File: src/rtl/mbp_pkg.sv
// Package for the Manchester byte packer: segment sizing constants,
// line codes and the control and status structs between the modules.
// No dependencies.
`timescale 1ns / 1ps

package mbp_pkg;

    localparam int SEGMENT_WIDTH = 64;
    localparam int CNT_W = $clog2(SEGMENT_WIDTH + 1);
    localparam int IDX_W = $clog2(SEGMENT_WIDTH);
    localparam int PAIRS_PER_BYTE = 4;

    localparam logic [1:0] LINE_ONE  = 2'b10;
    localparam logic [1:0] LINE_ZERO = 2'b01;

    typedef struct packed {
        logic step;
        logic clear;
        logic data_bit;
    } mbp_coder_ctrl_t;

    typedef struct packed {
        logic       byte_full;
        logic [7:0] byte_value;
        logic [7:0] partial;
        logic [1:0] pending;
    } mbp_coder_stat_t;

endpackage

File: src/rtl/mbp_coder.sv
// Shared coding unit: merges one Manchester pair per step into the partial byte.
// Depends on mbp_pkg.
`timescale 1ns / 1ps

module mbp_coder import mbp_pkg::*; (
    input  logic            aclk,
    input  logic            aresetn,
    input  mbp_coder_ctrl_t ctrl,
    output mbp_coder_stat_t stat
);

    logic [7:0] partial_reg, partial_next;
    logic [1:0] pending_reg, pending_next;
    logic [1:0] pair;
    logic [7:0] merged;

    assign pair = ctrl.data_bit ? LINE_ONE : LINE_ZERO;

    always_comb begin
        merged = partial_reg;
        unique case (pending_reg)
            2'd0: merged[7:6] = pair;
            2'd1: merged[5:4] = pair;
            2'd2: merged[3:2] = pair;
            2'd3: merged[1:0] = pair;
            default: merged = partial_reg;
        endcase
    end

    always_comb begin
        partial_next = partial_reg;
        pending_next = pending_reg;
        if (ctrl.clear) begin
            partial_next = '0;
            pending_next = '0;
        end else if (ctrl.step) begin
            if (pending_reg == 2'd3) begin
                partial_next = '0;
                pending_next = '0;
            end else begin
                partial_next = merged;
                pending_next = pending_reg + 2'd1;
            end
        end
    end

    always_ff @(posedge aclk) begin
        if (!aresetn) begin
            partial_reg <= '0;
            pending_reg <= '0;
        end else begin
            partial_reg <= partial_next;
            pending_reg <= pending_next;
        end
    end

    assign stat.byte_full  = (pending_reg == 2'd3);
    assign stat.byte_value = merged;
    assign stat.partial    = partial_reg;
    assign stat.pending    = pending_reg;

endmodule

File: src/rtl/manchester_byte_packer.sv
// Manchester byte packer, top level: segment sequencer and output register.
// Throughput: the single coding unit handles one data bit per cycle, except while a
// completed byte waits for the output register; a new segment is taken only in IDLE.
// A full byte is registered into the output by the step that codes its fourth pair;
// a short final segment is padded and its partial byte goes out from the FLUSH state.
// Reset (synchronous, aresetn low) empties the packer and drops any waiting byte.
// Depends on mbp_pkg and mbp_coder.
`timescale 1ns / 1ps

module manchester_byte_packer import mbp_pkg::*; (
    input  logic        aclk,
    input  logic        aresetn,
    // s_tdata, lowest bit up: data_word[63:0], bit_count[70:64], zero pad [71]
    input  logic [71:0] s_tdata,
    input  logic        s_tvalid,
    input  logic        s_tlast,      // final_segment
    output logic        s_tready,
    // m_tdata, lowest bit up: line_byte[7:0]
    output logic [7:0]  m_tdata,
    output logic        m_tvalid,
    output logic        m_tlast,      // run_end
    input  logic        m_tready
);

    typedef enum logic [1:0] {
        IDLE,
        RUN,
        FLUSH
    } state_t;

    localparam logic [CNT_W-1:0] SEG_MAX   = CNT_W'(SEGMENT_WIDTH);
    localparam logic [CNT_W-1:0] PAIRS_MAX = CNT_W'(PAIRS_PER_BYTE);

    state_t                   state_reg, state_next;
    logic [SEGMENT_WIDTH-1:0] data_reg, data_next;
    logic [CNT_W-1:0]         rem_reg, rem_next;
    logic                     final_reg, final_next;
    logic                     m_valid_reg, m_valid_next;
    logic [7:0]               m_data_reg, m_data_next;
    logic                     m_last_reg, m_last_next;

    mbp_coder_ctrl_t coder_ctrl;
    mbp_coder_stat_t coder_stat;

    logic [6:0]       in_count;
    logic [CNT_W-1:0] sat_count;
    logic [CNT_W-1:0] rem_after;
    logic [IDX_W-1:0] bit_idx;
    logic             out_free;
    logic             more_bytes;

    assign in_count  = s_tdata[70:64];
    // Counts beyond the segment width saturate to the segment width.
    assign sat_count = (in_count > 7'(SEGMENT_WIDTH)) ? SEG_MAX : in_count[CNT_W-1:0];

    // The data bit under the cursor: bits are taken from the top of the count down.
    assign rem_after = rem_reg - 1'b1;
    assign bit_idx   = rem_after[IDX_W-1:0];

    // The output register may take a new byte when it is empty or being drained.
    assign out_free = !m_valid_reg || m_tready;

    // Another byte follows this one if at least a full byte of bits remains, or if
    // any bits remain and the segment is final so they get flushed.
    assign more_bytes = (rem_after >= PAIRS_MAX) || (final_reg && (rem_after != '0));

    mbp_coder u_coder (
        .aclk    (aclk),
        .aresetn (aresetn),
        .ctrl    (coder_ctrl),
        .stat    (coder_stat)
    );

    always_comb begin
        state_next   = state_reg;
        data_next    = data_reg;
        rem_next     = rem_reg;
        final_next   = final_reg;
        m_valid_next = m_valid_reg && !m_tready;
        m_data_next  = m_data_reg;
        m_last_next  = m_last_reg;
        coder_ctrl.step     = 1'b0;
        coder_ctrl.clear    = 1'b0;
        coder_ctrl.data_bit = data_reg[bit_idx];

        unique case (state_reg)
            IDLE: begin
                if (s_tvalid) begin
                    data_next  = s_tdata[SEGMENT_WIDTH-1:0];
                    rem_next   = sat_count;
                    final_next = s_tlast;
                    state_next = RUN;
                end
            end
            RUN: begin
                if (rem_reg == '0) begin
                    // Pad and emit a partial byte only on a final segment.
                    if (final_reg && (coder_stat.pending != 2'd0)) begin
                        state_next = FLUSH;
                    end else begin
                        state_next = IDLE;
                    end
                end else if (!coder_stat.byte_full || out_free) begin
                    // A step that completes a byte waits until the output can take it.
                    coder_ctrl.step = 1'b1;
                    rem_next        = rem_after;
                    if (coder_stat.byte_full) begin
                        m_valid_next = 1'b1;
                        m_data_next  = coder_stat.byte_value;
                        m_last_next  = !more_bytes;
                    end
                end
            end
            FLUSH: begin
                if (out_free) begin
                    coder_ctrl.clear = 1'b1;
                    m_valid_next     = 1'b1;
                    m_data_next      = coder_stat.partial;
                    m_last_next      = 1'b1;
                    state_next       = IDLE;
                end
            end
            default: state_next = IDLE;
        endcase
    end

    always_ff @(posedge aclk) begin
        if (!aresetn) begin
            state_reg   <= IDLE;
            rem_reg     <= '0;
            final_reg   <= 1'b0;
            m_valid_reg <= 1'b0;
        end else begin
            state_reg   <= state_next;
            rem_reg     <= rem_next;
            final_reg   <= final_next;
            m_valid_reg <= m_valid_next;
        end
        data_reg   <= data_next;
        m_data_reg <= m_data_next;
        m_last_reg <= m_last_next;
    end

    assign s_tready = (state_reg == IDLE);
    assign m_tvalid = m_valid_reg;
    assign m_tdata  = m_data_reg;
    assign m_tlast  = m_last_reg;

    // The bit cursor is exhausted whenever the sequencer waits for a segment.
    a_idle_cursor_empty: assert property (@(posedge aclk) disable iff (!aresetn)
        (state_reg == IDLE) |-> (rem_reg == '0))
        else $error("bit cursor not empty in idle");

    // A flush always leaves the coder empty.
    a_flush_clears: assert property (@(posedge aclk) disable iff (!aresetn)
        (state_reg == FLUSH && out_free) |=> (coder_stat.pending == 2'd0))
        else $error("coder not empty after flush");

    // Completing a byte while the output is blocked must not advance the coder.
    a_no_overrun: assert property (@(posedge aclk) disable iff (!aresetn)
        (coder_ctrl.step && coder_stat.byte_full) |-> out_free)
        else $error("byte completed while output register busy");

endmodule

File: config.mk
export PLATFORM = sky130hd
export DESIGN_NAME = manchester_byte_packer
export DESIGN_NICKNAME = d
export VERILOG_FILES = /design/src/rtl/mbp_pkg.sv /design/src/rtl/mbp_coder.sv /design/src/rtl/manchester_byte_packer.sv
export SDC_FILE = /design/constraint.sdc
export NUM_CORES = 1
export LEC_CHECK = 0
export BUFFER_PORTS_ARGS = -buffer_cell sky130_fd_sc_hd__buf_2
export CORE_MARGIN = 2
export CORE_UTILIZATION = 28
export CTS_CLUSTER_SIZE = 20
export DETAILED_ROUTE_END_ITERATION = 10
export PLACE_DENSITY = 0.52
export SKIP_CTS_REPAIR_TIMING = 1
export SYNTH_ARGS = -nofsm -noshare
export SYNTH_HDL_FRONTEND = slang
export SYNTH_SLANG_ARGS = --single-unit
File: constraint.sdc
create_clock -name aclk -period 3.82 [get_ports aclk]
set_clock_uncertainty 0.15 [all_clocks]
set_input_delay 0.382 -clock aclk [delete_from_list [all_inputs] [get_ports aclk]]
set_output_delay 0.382 -clock aclk [all_outputs]
set_load 0.01 [all_outputs]
==> out/metrics.csv <==
stage,metric,value,unit
run_status,status,completed,
logic_synthesis,"FFs w/ async S/R, synth",0,
setup_path,Crit path max-delay family,multiplexers,
global_routing,GR Util met3,0.0337,
logic_synthesis,Syn Nets,393,
global_routing,global route hottest layer,met2,
sta,min Tclk post-route,2760,ps
power_and_ir_drop,P per Cell Area,559,mW/mm2
placed_design,Placed Area,0.00484,mm2
route,post-route ant nets,0,
setup_path,CP max stage delay,470,ps
clock_tree,Worst-Skew Late Latency,350,ps
worst_hold_path,worst hold path class,in -> reg,
route,drt total wl,8.59,mm
sta,Max Clk Rate,363,MHz
power_and_ir_drop,Reg power frac,0.441,
logic_synthesis,Yosys cell types,48,
cells_and_area,Nets,481,
sta,hold_ws,49.8,ps
sta,final setup fails,0,
logic_synthesis,Mapped Cells,306,
global_routing,vias in the first global route,2777,
route,drt pass-1 iters,4,
sta,Final period util,0.722,
logic_synthesis,syn_area_per_cell,13.8,um2
global_routing,GRT Util Overall,0.116,
global_routing,largest net degree at the start of global routing,34,
setup_path,CP arrival,2710,ps
job,max-cap viol count,0,
cells_and_area,# fillers,1440,
power_and_ir_drop,P_int,1.98,mW
placed_design,buffers added on ports,86,
sta,Sum Neg Setup Slack,0,ps
cells_and_area,# diodes,0,
route,Vias,2708,
logic_synthesis,synth warn,0,
logic_synthesis,Post-Syn Area,0.00422,mm2
clock_tree,clk root buf,clkbuf_16,
global_routing,grt met2 use,0.199,
setup_path,Crit-path slowest cell,dfxtp_1,
route,drt first-iter violations,114,
floorplan,Die X,127,um
power_and_ir_drop,Max rail drop VDD,0.305,mV
floorplan,Die Y,127,um
cells_and_area,number of flip-flops in the largest register,64,
floorplan,total die area,0.0161,mm2
route,drc violations,0,
cells_and_area,design area,0.00513,mm2
sta,Worst slew margin,0.433,
logic_synthesis,Post-synth EDFFs,73,
placed_design,Post-Place Worst Slack,1030,ps
setup_path,crit path cell chain,inv_1 > ha_1 > buf_4 > mux4_2 > o21ai_0 > nand3_1 > nand4_2 > mux2i_4 > mux2_2,
global_routing,first-pass GRT wire length,14.3,mm
setup_path,Worst EP required,3770,ps
route,WL/cell,14.7,um
clock_tree,CTS buffer count,9,
cells_and_area,Layout area overhead,21.6,%
clock_tree,CTS Sinks,94,
global_routing,global route total overflow,0,
floorplan,io pins,88,
sta,"Hold Vio Cnt, Final",0,
power_and_ir_drop,clock share of power,0.303,
power_and_ir_drop,Sw Ratio,0.309,
power_and_ir_drop,Logic pwr share,0.256,
setup_path,"Max FO, Critical Path",17,
clock_tree,CTS tree,yes,
placed_design,routability cong.,0.733,
clock_tree,clock-pin transition on the worst setup and hold timing paths,70,ps
floorplan,Core Box Area,0.0146,mm2
setup_path,critical path startpoint category,flop,
cells_and_area,share of cells above drive strength 1,0.351,
setup_path,Setup CP Type,reg -> reg,
sta,unrepaired setup endpoints after global routing,false,
global_routing,met1 Track Usage GR,0.137,
sta,final setup margin,1060,ps
setup_path,"Buf+Inv Stages, Crit Path",2,
logic_synthesis,"FF+latch count, synth",94,
power_and_ir_drop,Net Switching,886,uW
floorplan,Starting Density,0.288,
logic_synthesis,Post-synth top flop,edfxtp_1,
global_routing,initial antenna violation count,0,
sta,Slew @ Worst Pin,851,ps
placed_design,post-DP HPWL,6.24,mm
logic_synthesis,"Seq/Total Area, Yosys",0.619,
route,DR vias/cell,4.64,
power_and_ir_drop,Leak,1.91,nW
sta,max-slew violations,0,
clock_tree,H-tree depth,3,
clock_tree,Clock Path Buffers,2,
setup_path,Worst Setup End Kind,flop,
floorplan,# rows,44,
[cell usage in the layout, fill, tap and decap left out, types with 3 or more instances in the layout]
master     Yosys  routed
edfxtp_1      73      73
o21ai_0       21      21
nor2_1        17      17
mux2_2         4       4
o21ai_1        3       3
a31oi_1        3       3
dfxtp_1       21      21
mux4_2        16      16
nand2b_1       5       5
nand3_1       19      19
clkbuf_16      0       9
a21oi_1       14      14
ha_1          10      10
and2_1         4       3
a21boi_0       3       3
buf_2          4      86
nand2_1       19      19
nor3_1         4       4
inv_1         15      15
or2_2          3       3
nor2b_1        5       5
[per-layer routing]
metal | share of wire | vias to the layer above
li1 | - | 1332
met5 | 0 | -
met2 | 0.49 | 82
met4 | 0.019 | 0
met1 | 0.44 | 1282
met3 | 0.056 | 12
[metrics by stage]
step            util  power, mW  cells
2_1_floorplan      -       1.84    306
3_3_place_gp   0.331       2.03    567
3_5_place_dp   0.331       2.04    567
4_1_cts        0.350       2.92    583
5_1_grt        0.350       3.05    583
6_report       0.350       2.87    583
[synth_stat cells (2+ instances only)]
| master | n | area share |
|---|---|---|
| a311oi_1 | 2 | 0.0042 |
| nor3b_1 | 2 | 0.0036 |
| edfxtp_1 | 73 | 0.52 |
| dfxtp_1 | 21 | 0.10 |
| mux4_2 | 16 | 0.085 |
| and2_1 | 4 | 0.0059 |
| o21ai_1 | 3 | 0.0036 |
| nand2b_1 | 5 | 0.0074 |
| a21boi_0 | 3 | 0.0053 |
| nor2_1 | 17 | 0.015 |
| xor2_1 | 2 | 0.0042 |
| clkbuf_1 | 5 | 0.0045 |
| nand2_1 | 19 | 0.017 |
| or2_2 | 3 | 0.0045 |
| buf_6 | 3 | 0.0080 |
| xnor2_1 | 2 | 0.0042 |
| nand4_2 | 2 | 0.0059 |
| o22ai_1 | 2 | 0.0030 |
| o21a_1 | 2 | 0.0036 |
| nand3_1 | 19 | 0.023 |
| mux2i_1 | 2 | 0.0047 |
| mux2_2 | 4 | 0.011 |
| nor3_1 | 4 | 0.0047 |
| ha_1 | 10 | 0.030 |
| a31oi_1 | 3 | 0.0045 |
| nor2b_1 | 5 | 0.0074 |
| buf_2 | 4 | 0.0047 |
| inv_1 | 15 | 0.013 |
| o31a_1 | 2 | 0.0042 |
| o21ai_0 | 21 | 0.025 |
| a21oi_1 | 14 | 0.017 |
[final timing paths]
kind / slack, ps / endpoint / cells past startpoint / startpoint
max: 1060 / m_tdata[7] / 9 / rem_reg[1]
min: 50 / data_reg[28] / 1 / s_tdata[28]
max reg2reg: 1060 / m_tdata[7] / 9 / rem_reg[1]
min reg2reg: 300 / u_coder.partial_reg[7] / 2 / u_coder.partial_reg[7]
[cell families after synthesis]
| family | Yosys count | share of synthesized area |
|---|---|---|
| xor+xnor | 5 | 0.0122 |
| fa+ha+maj | 10 | 0.0297 |
| buf+inv | 27 | 0.0306 |
| flops | 94 | 0.619 |
| simple gates | 86 | 0.108 |
| compound gates | 61 | 0.0937 |
| mux | 23 | 0.106 |
[layout make-up]
cell class	count	area, um2	area share
clock inverters	7	62.6	0.0122
flip-flops and latches	94	2610	0.509
repair buffers	89	465	0.0907
inverters	15	56.3	0.0110
clock buffers	9	225	0.0439
well taps	184	230	0.0449
multi-input cells	185	1480	0.288
[power by group through the flow]
| stage | clock [mW] | combinational [mW] | sequential [mW] |
|---|---|---|---|
| 2_1_floorplan | 0 | 0.574 | 1.27 |
| 4_1_cts | 0.895 | 0.753 | 1.27 |
| 3_5_place_dp | 0 | 0.750 | 1.29 |
| 5_1_grt | 0.942 | 0.828 | 1.28 |
| 6_report | 0.869 | 0.736 | 1.27 |
| 3_3_place_gp | 0 | 0.743 | 1.28 |
[worst register-to-register path: stages, from the launching register on]
cell,delay (ps)
dfxtp_1,470
inv_1,160
ha_1,300
buf_4,270
mux4_2,380
o21ai_0,90
nand3_1,110
nand4_2,160
mux2i_4,120
mux2_2,300
Note: power is estimated with default switching activity, not from simulation.
